## src/design/kcs_pkg.sv

```systemverilog
// ----------------------------------------------------------------------------
// kcs_pkg
// Types, codes and framer step function for the cassette FSK decoder.
// ----------------------------------------------------------------------------
package kcs_pkg;

  localparam logic [3:0] FRAME_LEN = 4'd11;

  localparam logic [1:0] FN_EDGE    = 2'd0;
  localparam logic [1:0] FN_IDLE    = 2'd1;
  localparam logic [1:0] FN_RESTART = 2'd2;

  localparam logic [1:0] RUN_NONE  = 2'd0;
  localparam logic [1:0] RUN_SHORT = 2'd1;
  localparam logic [1:0] RUN_LONG  = 2'd2;

  localparam logic [2:0] REG_SHORT_MIN  = 3'd0;
  localparam logic [2:0] REG_LONG_MAX   = 3'd1;
  localparam logic [2:0] REG_SPLIT      = 3'd2;
  localparam logic [2:0] REG_HALVES_ONE = 3'd3;
  localparam logic [2:0] REG_HALVES_ZRO = 3'd4;
  localparam logic [2:0] REG_MIN_LEADER = 3'd5;
  localparam logic [2:0] REG_FLUSH_IDLE = 3'd6;
  localparam logic [2:0] REG_BLOCK_TOUT = 3'd7;

  localparam logic [15:0] LEAD_MAX = 16'hFFFF;

  typedef enum logic [1:0] {
    FR_HUNT,
    FR_LOCKED,
    FR_FRAME
  } fr_state_t;

  typedef enum logic [2:0] {
    K_BYTE,
    K_LOCK,
    K_ABORT,
    K_TO_LEADER,
    K_TO_BYTE
  } kind_t;

  typedef struct packed {
    fr_state_t   st;
    logic [15:0] lead;
    logic [3:0]  pos;
    logic [7:0]  shift;
  } fr_t;

  typedef struct packed {
    kind_t      kind;
    logic [7:0] data;
    logic [3:0] pos;
  } res_t;

  typedef struct packed {
    fr_t  s;
    logic emit;
    res_t r;
  } fr_out_t;

  localparam fr_t FR_RESET = '{st: FR_HUNT, lead: '0, pos: '0, shift: '0};

  function automatic logic [7:0] group_size(logic [7:0] h);
    return (h < 8'd2) ? 8'd2 : h;
  endfunction

  // rounded flush gives a bit when count + per/2 >= per
  function automatic logic flush_ok(logic [7:0] cnt, logic [7:0] per);
    return ({1'b0, cnt} + {2'b00, per[7:1]}) >= {1'b0, per};
  endfunction

  function automatic fr_out_t fr_step(fr_t s, logic b, logic [15:0] min_lead);
    fr_out_t o;
    o.s    = s;
    o.emit = 1'b0;
    o.r    = '{kind: K_BYTE, data: '0, pos: '0};
    case (s.st)
      FR_HUNT: begin
        if (b) begin
          if (s.lead != LEAD_MAX) o.s.lead = s.lead + 16'd1;
          if (o.s.lead >= min_lead) begin
            o.s.st   = FR_LOCKED;
            o.emit   = 1'b1;
            o.r.kind = K_LOCK;
          end
        end else begin
          o.s.lead = '0;
        end
      end
      FR_LOCKED: begin
        if (!b) begin
          o.s.pos   = 4'd1;
          o.s.shift = '0;
          o.s.st    = FR_FRAME;
        end
      end
      FR_FRAME: begin
        if (s.pos == 4'd0) begin
          if (!b) begin
            o.s.pos   = 4'd1;
            o.s.shift = '0;
          end
        end else if (s.pos <= 4'd8) begin
          if (b) o.s.shift[3'(s.pos - 4'd1)] = 1'b1;
          o.s.pos = s.pos + 4'd1;
        end else if (!b) begin
          o.emit   = 1'b1;
          o.r.kind = K_ABORT;
          o.r.data = s.shift;
          o.r.pos  = s.pos;
          o.s      = FR_RESET;
        end else begin
          o.s.pos = s.pos + 4'd1;
          if (o.s.pos >= FRAME_LEN) begin
            o.emit    = 1'b1;
            o.r.kind  = K_BYTE;
            o.r.data  = s.shift;
            o.s.pos   = '0;
            o.s.shift = '0;
          end
        end
      end
      default: o.s = FR_RESET;
    endcase
    return o;
  endfunction

endpackage

```

## src/design/kcs_cassette_fsk_decoder.sv

```systemverilog
// ----------------------------------------------------------------------------
// kcs_cassette_fsk_decoder
// Cassette FSK decoder: half-period classing, bit grouping and UART framing.
// ----------------------------------------------------------------------------
// Input beats (in_*): tuser = func (0 edge, 1 idle check, 2 restart); tdata
// carries interval_us and idle_us. Each beat is decoded in the cycle it is
// taken; its zero, one or two results go into a four-entry result queue and
// appear on out_* once earlier results are taken, tlast marking the final
// one of a beat. Throughput is one input beat per cycle; in_tready drops
// only while the queue has fewer than two free entries, so a receiver that
// stalls on out_* holds the input back once three results are waiting.
// Registers are written through the cfg_ port (byte address 4*index); the
// user must write them only while the block is idle; the block does not
// enforce it. Reads return the stored values, pready is always high. Reset
// returns registers to their defaults, clears the run, framer and result queue.
// ----------------------------------------------------------------------------
module kcs_cassette_fsk_decoder
  import kcs_pkg::*;
(
  input  logic        clk,
  input  logic        rst_n,
  input  logic        in_tvalid,
  output logic        in_tready,
  input  logic [47:0] in_tdata,   // [19:0] interval_us, [45:20] idle_us
  input  logic [1:0]  in_tuser,   // [1:0] func
  output logic        out_tvalid,
  input  logic        out_tready,
  output logic [15:0] out_tdata,  // [7:0] data_byte, [11:8] fail_position
  output logic [2:0]  out_tuser,  // [2:0] kind
  output logic        out_tlast,
  input  logic        cfg_psel,
  input  logic        cfg_penable,
  input  logic        cfg_pwrite,
  input  logic [4:0]  cfg_paddr,
  input  logic [31:0] cfg_pwdata,
  output logic [31:0] cfg_prdata,
  output logic        cfg_pready
);

  typedef struct packed {
    res_t r;
    logic last;
  } qent_t;

  logic [15:0] short_min_r, long_max_r, split_r, min_lead_r;
  logic [7:0]  hpo_r, hpz_r;
  logic [25:0] flush_idle_r, block_tout_r;

  logic [1:0] run_kind_r, run_kind_nxt;
  logic [7:0] run_cnt_r, run_cnt_nxt;
  fr_t        fr_r, fr_nxt;

  qent_t      q_r [4];
  logic [1:0] wr_ptr_r, rd_ptr_r;
  logic [2:0] q_cnt_r, q_cnt_nxt;

  logic        cfg_wr;
  logic        in_acc, out_acc;
  logic [1:0]  func;
  logic [19:0] interval_us;
  logic [25:0] idle_us;

  logic       a_vld, a_bit, b_vld, b_bit;
  logic [7:0] per_run, per_cls, cnt_inc;
  logic [1:0] cls;
  logic       invalid;
  fr_out_t    st_a, st_b;
  fr_t        fr_a;
  logic       emit_a, emit_b, to_emit;
  res_t       res_a, res_b;
  qent_t      e0, e1;
  logic       push0, push1;

  assign func        = in_tuser;
  assign interval_us = in_tdata[19:0];
  assign idle_us     = in_tdata[45:20];

  assign cfg_pready = 1'b1;
  assign cfg_wr     = cfg_psel & cfg_penable & cfg_pwrite & cfg_pready;

  always_comb begin
    case (cfg_paddr[4:2])
      REG_SHORT_MIN:  cfg_prdata = {16'd0, short_min_r};
      REG_LONG_MAX:   cfg_prdata = {16'd0, long_max_r};
      REG_SPLIT:      cfg_prdata = {16'd0, split_r};
      REG_HALVES_ONE: cfg_prdata = {24'd0, hpo_r};
      REG_HALVES_ZRO: cfg_prdata = {24'd0, hpz_r};
      REG_MIN_LEADER: cfg_prdata = {16'd0, min_lead_r};
      REG_FLUSH_IDLE: cfg_prdata = {6'd0, flush_idle_r};
      REG_BLOCK_TOUT: cfg_prdata = {6'd0, block_tout_r};
      default:        cfg_prdata = '0;
    endcase
  end

  assign in_tready = (q_cnt_r <= 3'd2);
  assign in_acc    = in_tvalid & in_tready;
  assign out_acc   = out_tvalid & out_tready;

  // run tracking: bit a is a rounded flush, bit b a full group
  always_comb begin
    run_kind_nxt = run_kind_r;
    run_cnt_nxt  = run_cnt_r;
    a_vld   = 1'b0;
    b_vld   = 1'b0;
    a_bit   = (run_kind_r == RUN_SHORT);
    b_bit   = 1'b0;
    per_run = group_size((run_kind_r == RUN_SHORT) ? hpo_r : hpz_r);
    invalid = (interval_us < {4'd0, short_min_r}) || (interval_us > {4'd0, long_max_r});
    cls     = (interval_us < {4'd0, split_r}) ? RUN_SHORT : RUN_LONG;
    per_cls = group_size((cls == RUN_SHORT) ? hpo_r : hpz_r);
    cnt_inc = '0;
    case (func)
      FN_EDGE: begin
        if (invalid) begin
          if (run_cnt_r != 8'd0) begin
            a_vld        = flush_ok(run_cnt_r, per_run);
            run_cnt_nxt  = '0;
            run_kind_nxt = RUN_NONE;
          end
        end else begin
          if (cls != run_kind_r) begin
            a_vld   = (run_cnt_r != 8'd0) && flush_ok(run_cnt_r, per_run);
            cnt_inc = 8'd1;
          end else begin
            cnt_inc = (run_cnt_r != 8'hFF) ? run_cnt_r + 8'd1 : run_cnt_r;
          end
          run_kind_nxt = cls;
          b_bit        = (cls == RUN_SHORT);
          if (cnt_inc >= per_cls) begin
            b_vld       = 1'b1;
            run_cnt_nxt = cnt_inc - per_cls;
          end else begin
            run_cnt_nxt = cnt_inc;
          end
        end
      end
      FN_IDLE: begin
        if (run_cnt_r != 8'd0 && idle_us > flush_idle_r) begin
          a_vld        = flush_ok(run_cnt_r, per_run);
          run_cnt_nxt  = '0;
          run_kind_nxt = RUN_NONE;
        end
      end
      default: ;
    endcase
  end

  // framer: up to two bit steps, then idle timeout or restart
  always_comb begin
    st_a    = fr_step(fr_r, a_bit, min_lead_r);
    emit_a  = a_vld & st_a.emit;
    res_a   = st_a.r;
    fr_a    = a_vld ? st_a.s : fr_r;
    st_b    = fr_step(fr_a, b_bit, min_lead_r);
    emit_b  = b_vld & st_b.emit;
    res_b   = st_b.r;
    fr_nxt  = b_vld ? st_b.s : fr_a;
    to_emit = 1'b0;
    case (func)
      FN_IDLE: begin
        if ((fr_a.st == FR_LOCKED || fr_a.st == FR_FRAME) && idle_us > block_tout_r) begin
          to_emit = 1'b1;
          res_b   = '{kind: (fr_a.st == FR_LOCKED) ? K_TO_LEADER : K_TO_BYTE,
                      data: '0, pos: '0};
          fr_nxt  = FR_RESET;
        end
      end
      FN_RESTART: fr_nxt = FR_RESET;
      default: ;
    endcase
    emit_b = emit_b | to_emit;
    push0  = emit_a | emit_b;
    push1  = emit_a & emit_b;
    e0     = '{r: emit_a ? res_a : res_b, last: ~push1};
    e1     = '{r: res_b, last: 1'b1};
  end

  always_comb begin
    q_cnt_nxt = q_cnt_r;
    if (in_acc) q_cnt_nxt = q_cnt_nxt + {2'd0, push0} + {2'd0, push1};
    if (out_acc) q_cnt_nxt = q_cnt_nxt - 3'd1;
  end

  assign out_tvalid = (q_cnt_r != 3'd0);
  assign out_tuser  = q_r[rd_ptr_r].r.kind;
  assign out_tdata  = {4'd0, q_r[rd_ptr_r].r.pos, q_r[rd_ptr_r].r.data};
  assign out_tlast  = q_r[rd_ptr_r].last;

  always_ff @(posedge clk) begin
    if (!rst_n) begin
      short_min_r  <= 16'd100;
      long_max_r   <= 16'd600;
      split_r      <= 16'd312;
      hpo_r        <= 8'd16;
      hpz_r        <= 8'd8;
      min_lead_r   <= 16'd100;
      flush_idle_r <= 26'd2000;
      block_tout_r <= 26'd2000000;
      run_kind_r   <= RUN_NONE;
      run_cnt_r    <= '0;
      fr_r         <= FR_RESET;
      wr_ptr_r     <= '0;
      rd_ptr_r     <= '0;
      q_cnt_r      <= '0;
    end else begin
      if (cfg_wr) begin
        case (cfg_paddr[4:2])
          REG_SHORT_MIN:  short_min_r  <= cfg_pwdata[15:0];
          REG_LONG_MAX:   long_max_r   <= cfg_pwdata[15:0];
          REG_SPLIT:      split_r      <= cfg_pwdata[15:0];
          REG_HALVES_ONE: hpo_r        <= cfg_pwdata[7:0];
          REG_HALVES_ZRO: hpz_r        <= cfg_pwdata[7:0];
          REG_MIN_LEADER: min_lead_r   <= cfg_pwdata[15:0];
          REG_FLUSH_IDLE: flush_idle_r <= cfg_pwdata[25:0];
          REG_BLOCK_TOUT: block_tout_r <= cfg_pwdata[25:0];
          default: ;
        endcase
      end
      if (in_acc) begin
        run_kind_r <= run_kind_nxt;
        run_cnt_r  <= run_cnt_nxt;
        fr_r       <= fr_nxt;
        wr_ptr_r   <= wr_ptr_r + {1'b0, push0} + {1'b0, push1};
      end
      if (out_acc) rd_ptr_r <= rd_ptr_r + 2'd1;
      q_cnt_r <= q_cnt_nxt;
    end
  end

  always_ff @(posedge clk) begin
    if (in_acc && push0) q_r[wr_ptr_r] <= e0;
    if (in_acc && push1) q_r[wr_ptr_r + 2'd1] <= e1;
  end

  a_q_bound: assert property (@(posedge clk) disable iff (!rst_n)
    q_cnt_r <= 3'd4)
    else $error("result queue overfilled");

  a_run_kind: assert property (@(posedge clk) disable iff (!rst_n)
    run_cnt_r != 8'd0 |-> run_kind_r != RUN_NONE)
    else $error("pending run without a class");

  a_frame_pos: assert property (@(posedge clk) disable iff (!rst_n)
    fr_r.pos == 4'd0 |-> fr_r.shift == 8'd0)
    else $error("partial byte outside a frame");

  a_pos_range: assert property (@(posedge clk) disable iff (!rst_n)
    fr_r.pos < FRAME_LEN)
    else $error("frame position past frame end");

endmodule
```

## config.mk

```make
export PLATFORM = sky130hd
export DESIGN_NAME = kcs_cassette_fsk_decoder
export DESIGN_NICKNAME = d
export VERILOG_FILES = /design/src/design/kcs_pkg.sv /design/src/design/kcs_cassette_fsk_decoder.sv
export SDC_FILE = /design/constraint.sdc
export NUM_CORES = 1
export LEC_CHECK = 0
export BUFFER_PORTS_ARGS = -buffer_cell sky130_fd_sc_hd__buf_2
export CORE_ASPECT_RATIO = 1.75
export CORE_MARGIN = 10
export CORE_UTILIZATION = 48
export CTS_CLUSTER_SIZE = 25
export DETAILED_ROUTE_END_ITERATION = 7
export GPL_TIMING_DRIVEN = 0
export PLACE_DENSITY = 0.68
export SYNTH_ARGS = -nofsm -noshare
export SYNTH_HDL_FRONTEND = slang
export SYNTH_SLANG_ARGS = --single-unit
```

## constraint.sdc

```tcl
create_clock -name clk -period 9.6 [get_ports clk]
set_input_delay 1.44 -clock clk [delete_from_list [all_inputs] [get_ports clk]]
set_output_delay 1.44 -clock clk [all_outputs]
set_load 0.02 [all_outputs]
```

==> Word level (Yosys, flattened, before mapping) <==
Memory sizes are Yosys's and may differ from the RTL's. A register that Yosys moved wholly into a read port is not among the register bits.
Index checks and enable logic that the tools add are counted.
{ "classes": {"bitwise": 12, "n_mux": 103, "mul": 0, "addsub": 16, "n_reduce_logical": 27, "n_div": 0, "n_lt_le_gt_ge": 20, "shift": 0, "n_eq_ne": 21} }
{ "ops": {"columns": ["cell", "n"], "rows": [
  ["32-bit one-hot mux with 8 select lines", 1],
  ["16-bit 2-to-1 mux", 12],
  ["8-bit 2-to-1 mux", 14],
  ["18-bit 2-to-1 mux", 6],
  ["12-bit 2-to-1 mux", 8],
  ["24-bit 2-to-1 mux", 4],
  ["16-bit one-hot mux with 3 select lines", 2],
  ["30-bit 2-to-1 mux", 3],
  ["12-bit one-hot mux with 3 select lines", 2],
  ["30-bit one-hot mux with 2 select lines", 1],
  ["26-bit > comparator", 2],
  ["15-bit 2-to-1 mux", 3],
  ["20-bit by 16-bit less-than comparator with 1-bit output", 2],
  ["16-bit by 1-bit adder with 16-bit output (second input constant)", 2],
  ["16-bit greater-or-equal comparator", 2],
  ["16-bit inequality test (second input constant)", 2],
  ["2-bit 2-to-1 mux", 12],
  ["4-bit 2-to-1 mux", 6],
  ["20-bit by 16-bit > comparator with 1-bit output", 1],
  ["1-bit 2-to-1 mux", 17],
  ["8-bit by 2-bit less-than comparator with 1-bit output (second input constant)", 2],
  ["8-bit OR", 2],
  ["4-bit one-hot mux with 2 select lines", 2],
  ["8-bit one-hot mux with 2 select lines", 1],
  ["other kinds (42)", 90]
]} }
{ "totals": {"ramBits": 64, "regBits": 179, "in_bits": 94, "latchBits": 0, "romBits": 0, "mem_count": 1} }
{ "mem_list": {"columns": ["memory", "depth", "width", "read_ports", "rd_clocked_by_memory_dff", "write_ports", "line", "text"], "rows": [
  ["q_r", 4, 16, 1, 1, 2, "kcs_cassette_fsk_decoder.sv:53", "qent_t q_r [4];"]
]} }

==> Depth between registers and ports, before layout <==
Gate-level depths: netlist of run 1.
{ "depth": {"depth_word": 27, "ltp_mapped": 49, "depth_no_buf": 45} }

==> Worst setup path before layout of run 1 <==
No wires, ideal clock.
{ "synth_path": {"kind": "reg2reg", "startpoint": "register run_kind_r[0]", "endpoint": "register q_cnt_r[2]", "required_time_ns": 9.472, "path_buffers": 5, "period_less_slack_ns": 9.606, "slack_ns": -0.006, "setup_time_ns": 0.128, "arrival_ns": 9.479, "stages_incl_launch_ff": 47, "path_cell_list": "dfxtp_1 nor2b_1 clkbuf_1 buf_1 mux2i_1 nand4_1 o21ai_0 ha_1 inv_1 fa_1 nor2b_1 o31ai_1 a21boi_0 ha_1 a2111oi_0 a21oi_1 o32ai_1 nor2_1 [... 11 more ...] ha_1 nand2b_1 a21o_1 a21o_1 a211oi_1 o21bai_1 a21oi_1 o31ai_1 nand2_1 o21a_1 nand2_1 fa_1 ha_1 mux2i_1 ha_1 nand2_1 xnor2_1 nor2_1"} }
{ "synth_via": {"elab_chain_cells": 27} }
{ "synth_rtl": {"columns": ["item", "line", "text"], "rows": [
  ["start, declared", "kcs_cassette_fsk_decoder.sv:49", "logic [1:0] run_kind_r, run_kind_nxt;"],
  ["start signal, assigned", "kcs_cassette_fsk_decoder.sv:220", "run_kind_r <= run_kind_nxt;"],
  ["2-bit by 1-bit equality test with 1-bit output", "kcs_cassette_fsk_decoder.sv:105, kcs_cassette_fsk_decoder.sv:107", null],
  ["8-bit 2-to-1 mux", "kcs_cassette_fsk_decoder.sv:107", "per_run = group_size((run_kind_r == RUN_SHORT) ? hpo_r : hpz_r);"],
  ["8-bit by 2-bit less-than comparator with 1-bit output", "kcs_pkg.sv:64", "return (h < 8'd2) ? 8'd2 : h;"],
  ["8-bit 2-to-1 mux", "kcs_pkg.sv:64", null],
  ["8-bit by 7-bit adder with 9-bit output", "kcs_pkg.sv:69", "return ({1'b0, cnt} + {2'b00, per[7:1]}) >= {1'b0, per};"],
  ["9-bit by 8-bit greater-or-equal comparator with 1-bit output", "kcs_pkg.sv:69", null],
  ["1-bit logical AND", "kcs_cassette_fsk_decoder.sv:122", "a_vld = (run_cnt_r != 8'd0) && flush_ok(run_cnt_r, per_run);"],
  ["1-bit 2-to-1 mux", "kcs_cassette_fsk_decoder.sv:121", "if (cls != run_kind_r) begin"],
  ["[... 11 more ...]", null, null],
  ["1-bit bitwise AND", "kcs_cassette_fsk_decoder.sv:155", "emit_b = b_vld & st_b.emit;"],
  ["1-bit OR", "kcs_cassette_fsk_decoder.sv:171", "emit_b = emit_b | to_emit;"],
  ["1-bit OR", "kcs_cassette_fsk_decoder.sv:172", "push0 = emit_a | emit_b;"],
  ["3-bit by 1-bit adder with 3-bit output", "kcs_cassette_fsk_decoder.sv:180", "if (in_acc) q_cnt_nxt = q_cnt_nxt + {2'd0, push0} + {2'd0, push1};"],
  ["3-bit by 1-bit adder with 3-bit output (*)", "kcs_cassette_fsk_decoder.sv:180", null],
  ["3-bit 2-to-1 mux (*)", "kcs_cassette_fsk_decoder.sv:180", null],
  ["3-bit by 1-bit subtractor with 3-bit output", "kcs_cassette_fsk_decoder.sv:181", "if (out_acc) q_cnt_nxt = q_cnt_nxt - 3'd1;"],
  ["3-bit 2-to-1 mux (*)", "kcs_cassette_fsk_decoder.sv:181", null],
  ["end signal, assigned", "kcs_cassette_fsk_decoder.sv:226", "q_cnt_r <= q_cnt_nxt;"],
  ["end, declared", "kcs_cassette_fsk_decoder.sv:55", "logic [2:0] q_cnt_r, q_cnt_nxt;"]
]} }
Mark *: on every way between the ends. The rest lies on a longest branch, timed or not. The select of a mux whose other input is x is not followed.
A chain may end at the register's enable or synchronous reset.

==> Worst setup path in the final report of run 1 <==
Same ends and word-level chain as after synthesis.

==> results of run 1 <==
-- registers in the layout (all words and copies together), names as in the netlist, named ones only --
register and flops:
q_r 64, fr_r 30, block_tout_r 26, flush_idle_r 26
long_max_r 16, min_lead_r 16, short_min_r 16, split_r 16
hpo_r 8, hpz_r 8, run_cnt_r 8, q_cnt_r 3
rd_ptr_r 2, run_kind_r 2, wr_ptr_r 2
-- layout make-up --
cell class,count,area [um^2]
Clock buffer,28,679
Timing Repair Buffer,142,786
Sequential cell,245,5510
Clock inverter,20,284
Buffer,134,608
Antenna cell,3,7.51
Tap cell,480,601
Multi-Input combinational cell,1713,11700
Inverter,171,642
Fill cell,3517,16700
-- kinds of logic (layout without fill, tap and decap cells) --
family / after synthesis / in the layout / share of synthesized area (%)
AND/OR/NAND/NOR: 802 / 802 / 19.7
AO/OA/AOI/OAI: 586 / 586 / 22.0
buffers and inverters: 305 / 495 / 6.63
flip-flops: 245 / 245 / 30.3
adder cells (fa/ha/maj): 175 / 175 / 12.2
multiplexers: 100 / 100 / 7.19
XOR/XNOR: 39 / 39 / 1.88
other: 2 / 14 / 0.0414
-- path summary, 6_finish.rpt --
| path | end | startpoint | slack, ps | cells past startpoint |
|---|---|---|---|---|
| setup / recovery | q_cnt_r[2]$_SDFF_PN0_ | run_kind_r[0]$_SDFFE_PN0P_ | 370 | 47 |
| hold / removal | q_r[1][0]$_SDFFE_PP1P_ | q_r[1][0]$_SDFFE_PP1P_ | 450 | 2 |
| setup reg to reg | q_cnt_r[2]$_SDFF_PN0_ | run_kind_r[0]$_SDFFE_PN0P_ | 370 | 47 |
| hold reg to reg | q_r[1][0]$_SDFFE_PP1P_ | q_r[1][0]$_SDFFE_PP1P_ | 450 | 2 |
-- metrics by stage --
| step | TNS [ps] | cell area (um^2) | power [mW] |
|---|---|---|---|
| floorplan | 0 | 18200 | 1.20 |
| global placement | -235210 | 19400 | 1.29 |
| detailed placement | -252730 | 19400 | 1.30 |
| CTS | 0 | 20500 | 2.45 |
| global route | -16.7 | 20800 | 2.51 |
| finish | 0 | 20800 | 2.45 |
-- cells in the mapped netlist, types with 12 or more instances --
cell type | n | area, um^2
nand2_1 | 351 | 1320
nor2_1 | 224 | 841
a21oi_1 | 215 | 1080
dfxtp_1 | 185 | 3700
ha_1 | 171 | 2140
inv_1 | 169 | 634
clkbuf_1 | 106 | 398
o21ai_0 | 68 | 340
mux2i_1 | 64 | 641
edfxtp_1 | 60 | 1800
nand3_1 | 49 | 245
o211ai_1 | 38 | 285
nand4_1 | 36 | 225
a22oi_1 | 35 | 263
a21o_1 | 32 | 240
xnor2_1 | 27 | 236
nor3_1 | 26 | 130
mux4_2 | 23 | 518
and3_1 | 20 | 125
a221oi_1 | 18 | 158
nand2b_1 | 18 | 113
o21a_1 | 17 | 128
a22o_1 | 15 | 131
buf_4 | 13 | 97.6
mux2_2 | 13 | 146
nor2b_1 | 13 | 81.3
xor2_1 | 12 | 105
-- critical path, delay by kind of cell (launching register included) --
kind / cells / cell delay (ps)
AOI/OAI and AO/OA: 15 / 2660
adders and majority gates: 8 / 2250
and+or+nand+nor: 13 / 2050
buffers and inverters: 6 / 780
xor gates and xnor gates: 3 / 500
muxes: 2 / 490
DFF: 1 / 380
-- power by group through the flow --
stage / Clock, mW / Sequential [mW] / Combinational [mW]
final: 1.17 / 1.06 / 0.223
after global routing: 1.22 / 1.06 / 0.239
after CTS: 1.18 / 1.06 / 0.216
after detailed placement: 0 / 1.08 / 0.214
after global placement: 0 / 1.08 / 0.210
after floorplan: 0 / 1.08 / 0.123
-- layout by cell type (no fill, tap or decap), drive strengths merged, types with 32 or more instances in the layout --
cell,n
inv,173
nand2,351
nand3,50
nand4,37
buf,170
ha,171
a21oi,217
mux2i,64
edfxtp,60
dfxtp,185
a21o,32
a22oi,36
o211ai,39
nor2,225
o21ai,78
clkbuf,134
-- routing by layer --
layer  routed length [um]  vias to the layer above
li1                     -                     8410
met1                23300                     8665
met2                37000                      851
met3                 3830                      343
met4                 7180                        0
met5                    0                        -
-- repair_timing --
| action | 4_1_cts | 5_1_grt |
|---|---|---|
| pin swaps | 4 | 10 |
| resized for setup | 39 | 22 |
| endpoints found under the setup margin | 130 | 67 |
| buffers inserted | 5 | 20 |
==> results.yml, run 1 <==
clocking:
  clk_pin_slew_ps: 80
  clk_path_buf_depth: 3
  cts_tree: "yes"
  clk_root_buffer_cell: "clkbuf_16"
  clock_latency_ps: 570
  cts_buffers: 26
  h-tree-depth: 1
  cts_sinks: 245
  ctsHoldBuffers: 0
route:
  drt-initial-drc-count: 1321
  drc: 0
  via_per_inst: 6.22
  wl_per_cell_um: 24.3
  num_vias: 18269
  wl_um: 71300
  dr.pass1.iters: 6
  antenna_left: 0
hold_path:
  holdCritPathClass: "flop to flop"
grt:
  grt_use_met1_pct: 26.8
  met3_usage_pct: 4.25
  grt_start_max_net_pins: 16
  busiest_layer: "met2"
  grt_pass1_wl_um: 106000
  gr-total-overflow: 0
  antenna_found_initial: 3
  grt_pass1_vias: 18400
  met2_usage_pct: 54.0
  grt_usage_pct: 29.1
floorplanning:
  die_y_um: 277
  core_area_um2: 37500
  start_util_pct: 48.4
  dieArea_um2: 46300
  io_pins: 149
  die_w_um: 167
  rows: 94
timing:
  min_period_ps: 9230
  fmax_ghz: 0.108
  hold_viol_final: 0
  worst_slew_pin_slew_ps: 1340
  holdWs_ps: 453
  setup_viol: 0
  finalMaxSlewViolations: 0
  fin_crit_sh_pct: 96.1
  setup_slack_ps: 371
  max_slew_margin_pct: 9.81
  finClkSkew_ps: 14.3
placed_design:
  place_inst: 2860
  dp_hpwl_um: 56300
  portBuffers: 117
  pre_cts_slack_ps: -2530
  place.gp.congestion: 1.03
layout:
  area_delta_synth_final_pct: 14.6
  nets: 2702
  fin_util_pct: 55.4
  stdcell_count: 2936
  drive_above_1_share_pct: 13.2
yosys:
  synthCells: 2254
  avgSynthCellArea_um2: 8.05
  synth_seq_cells: 245
  synth_ff_type: "dfxtp_1"
  synth_edf_count: 60
  yosys_warnings: 0
  synthesis.area_um2: 18200
  yosysSeqAreaShare_pct: 30.3
  yosysUniqueCellTypes: 102
  async_flop_share_pct: 0
worst_setup_path:
  worstSetupStartpointType: "flop"
  crit_slowest_cell: "or4_4"
  worstSetupPathType: "flop to flop"
  arrival_ps: 9660
  slowest_delay_ps: 570
  end_kind: "flop"
  cp_common_cell: "ha_1"
  worstPathRequired_ps: 10030
  crit_path_max_fanout: 10
power:
  max-vdd-ir-drop_uv: 143
  p_per_area_nw_per_um2: 118
  switching_share_pct: 26.2
  switchingPower_mw: 0.641
  pwr-share-seq_pct: 43.3
  p_comb_share_pct: 9.1
  p_leak_nw: 8.00
  pwr-share-clk_pct: 47.6
  p_int_mw: 1.81
flow_run:
  maxCapViolCount: 0
outcome:
  status: "finished, final reports clean"
(Power assumes the default switching activity.)
==> run 2, diff against run 1 <==
Settings changed: CORE_MARGIN 10 to 8, CORE_UTILIZATION 48 to 52, PLACE_DENSITY 0.68 to 0.73.
Clock period 9.6 ns to 7.8 ns, I/O delays scaled along.
==> results.yml, run 2 (synthesis gave the netlist of run 1 again) <==
clocking:
  h-tree-depth: 1
  clk_pin_slew_ps: 80
  clk_root_buffer_cell: "clkbuf_16"
  cts_sinks: 245
  ctsHoldBuffers: 0
  clock_latency_ps: 580
  cts_buffers: 25
  cts_tree: "yes"
  clk_path_buf_depth: 3
floorplanning:
  start_util_pct: 52.7
  die_y_um: 263
  core_area_um2: 34500
  die_w_um: 157
  io_pins: 149
  dieArea_um2: 41400
  rows: 90
worst_setup_path:
  end_kind: "flop"
  crit_path_max_fanout: 6
  arrival_ps: 9040
  r2r_slack_ps: -800
  slowest_delay_ps: 540
  regToRegStartpoint: "run_kind_r[0]$_SDFFE_PN0P_"
  worstPathRequired_ps: 8240
  reg2reg_depth: 43
  crit_slowest_cell: "or4_4"
  worstSetupStartpointType: "flop"
  rr_endpoint: "q_cnt_r[2]$_SDFF_PN0_"
  worstSetupPathType: "flop to flop"
placed_design:
  place_inst: 2840
  dp_hpwl_um: 56700
  placed_area_um2: 19500
  portBuffers: 117
  place.gp.congestion: 1.04
  pre_cts_slack_ps: -2290
route:
  via_per_inst: 6.40
  wl_per_cell_um: 25.6
  drt-initial-drc-count: 1603
  drc: 0
  antenna_left: 0
  dr.pass1.iters: 5
  wl_um: 76500
  num_vias: 19087
hold_path:
  holdCritPathClass: "flop to flop"
  holdPathEnd: "short_min_r[8]$_SDFFE_PN0P_"
  hp-start: "short_min_r[8]$_SDFFE_PN0P_"
  worstHoldPathCells: 2
grt:
  grt_usage_pct: 35.7
  grt_pass1_vias: 19455
  grt_start_max_net_pins: 17
  gr-total-overflow: 0
  antenna_found_initial: 4
  grt_pass1_wl_um: 112000
timing:
  finClkSkew_ps: 24.8
  fin_tns_setup_ps: -71900
  fin_crit_sh_pct: 110
  rsz0062_at_grt: "yes"
  setup_viol: 126
  fmax_ghz: 0.116
  worst_slew_pin_slew_ps: 1690
  max_slew_margin_pct: -13.8
  finalMaxSlewViolations: 7
  hold_viol_final: 0
  setup_slack_ps: -799
  min_period_ps: 8600
  holdWs_ps: 456
layout:
  final_common_cell: "nand2_1"
  drive_above_1_share_pct: 19.7
  fin_util_pct: 64.6
  fin_area_um2: 22300
  top_register: "q_r"
  nets: 2772
  area_delta_synth_final_pct: 22.7
  reg_top3: "q_r (64), fr_r (30)"
  largest_reg_flops: 64
  final_cell_mix: "nand2_1 (340), a21oi_1 (208), dfxtp_1 (183)"
  stdcell_count: 2984
outcome:
  violations: "capacitance limit, slew limit, setup timing"
  status: "finished, violations left"
power:
  totalPowerFinal_mw: 2.87
  max-vdd-ir-drop_uv: 173
  p_leak_nw: 8.53
  p_per_area_nw_per_um2: 129
flow_run:
  maxCapViolCount: 1
run 2: changes by cell type in the layout (fill, tap and decap cells not counted), moves of 5 or more:
| cell | change |
|---|---|
| buf_4 | +45 |
| nor2_1 | -44 |
| nor2_4 | +23 |
| nor2_2 | +21 |
| buf_6 | +12 |
| nand2_1 | -10 |
| buf_12 | +8 |
| buf_8 | +6 |
| nand2_4 | +6 |
| ha_1 | -5 |
| xnor2_1 | -5 |
| xnor2_2 | +5 |
run 2: cell type report:
type	instances	area (um^2)
Sequential cell	245	5510
Inverter	171	652
Antenna cell	3	7.51
Clock inverter	17	180
Multi-Input combinational cell	1714	12500
Tap cell	460	576
Buffer	132	679
Timing Repair Buffer	214	1550
Fill cell	3027	12200
Clock buffer	28	658
run 2: where the power goes:
| part | internal (mW) | leakage, nW | total, mW | switching, mW |
|---|---|---|---|---|
| logic | 0.0928 | 6.15 | 0.284 | 0.191 |
| registers | 1.30 | 1.98 | 1.30 | 0.00617 |
| clock network | 0.690 | 0.403 | 1.29 | 0.595 |
| total | 2.08 | 8.53 | 2.87 | 0.793 |
run 2: worst max path at each step:
stage / start / endpoint / slack [ps] / depth (start not counted)
floorplan: run_kind_r[0]$_SDFFE_PN0P_ / q_cnt_r[2]$_SDFF_PN0_ / -210 / 47
global placement: run_kind_r[0]$_SDFFE_PN0P_ / q_cnt_r[2]$_SDFF_PN0_ / -2250 / 46
finish: run_kind_r[0]$_SDFFE_PN0P_ / q_cnt_r[2]$_SDFF_PN0_ / -800 / 43
detailed placement: run_kind_r[0]$_SDFFE_PN0P_ / q_cnt_r[2]$_SDFF_PN0_ / -2290 / 46
CTS: run_kind_r[0]$_SDFFE_PN0P_ / q_cnt_r[2]$_SDFF_PN0_ / -780 / 44
global route: run_kind_r[0]$_SDFFE_PN0P_ / q_cnt_r[2]$_SDFF_PN0_ / -1050 / 48
run 2: repair_timing:
action,in CTS,in global routing
setup buffers,68,24
gates cloned,4,4
resized for setup,107,122
hold endpoints to repair,0,0
endpoints found under the setup margin,154,154
pin swaps,28,43
run 2: metal layers:
metal  part of all wire, %  track usage, %
met5                     0               0
met4                    11            33.9
met3                   6.4            7.04
met2                    52            65.3
met1                    31            31.6
run 2: critical path: cells and delay by family (launching register included):
family / cells / cell delay (ps)
AOI/OAI and AO/OA: 14 / 2760
xor gates and xnor gates: 2 / 200
adders and majority gates: 7 / 2030
buffers and inverters: 6 / 710
DFF: 1 / 350
muxes: 2 / 450
and+or+nand+nor: 12 / 1930
==> run 3, diff against run 2 <==
Settings changed: CORE_UTILIZATION 52 to 40, HOLD_SLACK_MARGIN set to 0.02, PLACE_DENSITY 0.73 to 0.58.
==> results.yml, run 3 (synthesis gave the netlist of run 1 again) <==
route:
  via_per_inst: 5.96
  drc: 0
  dr.pass1.iters: 6
  dr_wl_met2_um: 39300
  wl_per_cell_um: 24.4
  highest_layer: "met4"
  wl_met1_um: 24800
  drt-initial-drc-count: 1329
  antenna_left: 0
  wl_um: 75700
  wl_met3_um: 4070
  num_vias: 18481
power:
  max-vdd-ir-drop_uv: 154
  p_comb_share_pct: 9.6
  switching_share_pct: 26.7
  p_int_mw: 2.16
  pwr-share-seq_pct: 44.3
  p_per_area_nw_per_um2: 130
  switchingPower_mw: 0.784
  totalPowerFinal_mw: 2.94
  p_leak_nw: 8.60
  pwr-share-clk_pct: 46.1
floorplanning:
  rows: 103
  dieArea_um2: 52700
  die_w_um: 177
  die_y_um: 298
  io_pins: 149
  core_area_um2: 45000
  start_util_pct: 40.4
outcome:
  status: "finished, violations left"
  violations: "setup timing"
timing:
  setup_viol: 125
  setup_slack_ps: -703
  finalMaxSlewViolations: 0
  hold_viol_final: 0
  fin_tns_setup_ps: -66850
  rsz0062_at_grt: "yes"
  min_period_ps: 8500
  max_slew_margin_pct: 9.30
  holdWs_ps: 458
  worst_slew_pin_slew_ps: 1360
  finClkSkew_ps: 22.2
  fmax_ghz: 0.118
  fin_crit_sh_pct: 109
placed_design:
  place_inst: 2957
  portBuffers: 117
  dp_hpwl_um: 57600
  place.gp.congestion: 1.02
  pre_cts_slack_ps: -2330
grt:
  grt_pass1_wl_um: 113000
  antenna_found_initial: 0
  grt_pass1_vias: 19148
  grt_usage_pct: 28.0
  gr-total-overflow: 0
  grt_start_max_net_pins: 16
layout:
  final_cell_mix: "nand2_1 (336), a21oi_1 (200), nor2_1 (185)"
  final_common_cell: "nand2_1"
  diodes: 0
  reg_top3: "q_r (64), fr_r (30)"
  nets: 2773
  top_register: "q_r"
  drive_above_1_share_pct: 20.2
  area_delta_synth_final_pct: 24.5
  fill_cells: 4383
  stdcell_count: 3101
  largest_reg_flops: 64
clocking:
  cts_tree: "yes"
  cts_buffers: 26
  clk_root_buffer_cell: "clkbuf_16"
  cts_sinks: 245
  clk_pin_slew_ps: 60
  h-tree-depth: 1
  clock_latency_ps: 580
  ctsHoldBuffers: 0
  clk_path_buf_depth: 3
worst_setup_path:
  worstSetupPathType: "flop to flop"
  crit_path_max_fanout: 7
  crit_slowest_cell: "or4_4"
  end_kind: "flop"
  worstPathRequired_ps: 8270
  slowest_delay_ps: 560
  reg2reg_depth: 42
  worstSetupStartpointType: "flop"
  arrival_ps: 8970
flow_run:
  maxCapViolCount: 0
hold_path:
  worstHoldPathCells: 2
  holdCritPathClass: "flop to flop"
[run 3: changes by cell type in the layout (fill, tap and decap cells not counted), moves of 4 or more]
cell	before	now
a21oi_1	208	200
a21oi_2	6	13
buf_4	81	69
buf_6	15	26
inv_6	7	3
nand2_1	340	336
nor2_1	179	185
nor2_2	22	16
[run 3: what timing repair did]
item                                    4_1_cts  5_1_grt
pin swaps                                    45       57
gates resized for setup                     152      115
endpoints found under the setup margin      155      151
gates cloned                                  8        1
buffers inserted                             80       21
endpoints found under the hold margin         0        0
[run 3: worst paths after layout]
kind,from,endpoint,slack [ps]
worst max-delay path,run_kind_r[0]$_SDFFE_PN0P_,q_cnt_r[1]$_SDFF_PN0_,-700
worst min-delay path,short_min_r[10]$_SDFFE_PN0P_,short_min_r[10]$_SDFFE_PN0P_,460
worst max register to register,run_kind_r[0]$_SDFFE_PN0P_,q_cnt_r[1]$_SDFF_PN0_,-700
worst min register to register,short_min_r[10]$_SDFFE_PN0P_,short_min_r[10]$_SDFFE_PN0P_,460
[run 3: cell type report]
type	count	area [um^2]	share of cell area (%)
Buffer	133	684	3.03
Inverter	171	652	2.88
Timing Repair Buffer	212	1560	6.91
Tap cell	577	722	3.19
Multi-Input combinational cell	1715	12600	55.6
Sequential cell	245	5510	24.4
Clock buffer	34	733	3.24
Clock inverter	14	166	0.736
[run 3: through the flow]
stage	area [um^2]	util (%)
2_1_floorplan	18300	-
3_3_place_gp	19700	43.7
3_5_place_dp	19700	43.7
4_1_cts	22100	49.0
5_1_grt	22600	50.2
6_report	22600	50.2
[run 3: power groups by stage]
stage	combinational [mW]	sequential, mW	clock (mW)
finish	0.282	1.30	1.35
global route	0.304	1.30	1.41
CTS	0.277	1.30	1.37
detailed placement	0.269	1.33	0
global placement	0.265	1.33	0
floorplan	0.153	1.33	0
[run 3: per-layer routing]
| layer | track usage, % | vias up |
|---|---|---|
| met3 | 4.46 | 346 |
| li1 | - | 8563 |
| met4 | 23.6 | 0 |
| met5 | 0 | - |
| met1 | 26.2 | 8734 |
| met2 | 51.8 | 838 |
[run 3: critical path: cells and delay by family, from the launching register on]
kind | cells | cell delay [ps]
buffers and inverters | 5 | 590
XOR/XNOR | 2 | 250
AO/OA/AOI/OAI | 13 | 2730
multiplexers | 2 | 330
flip-flops | 1 | 350
adder cells (fa/ha/maj) | 7 | 2110
AND/OR/NAND/NOR | 13 | 2030
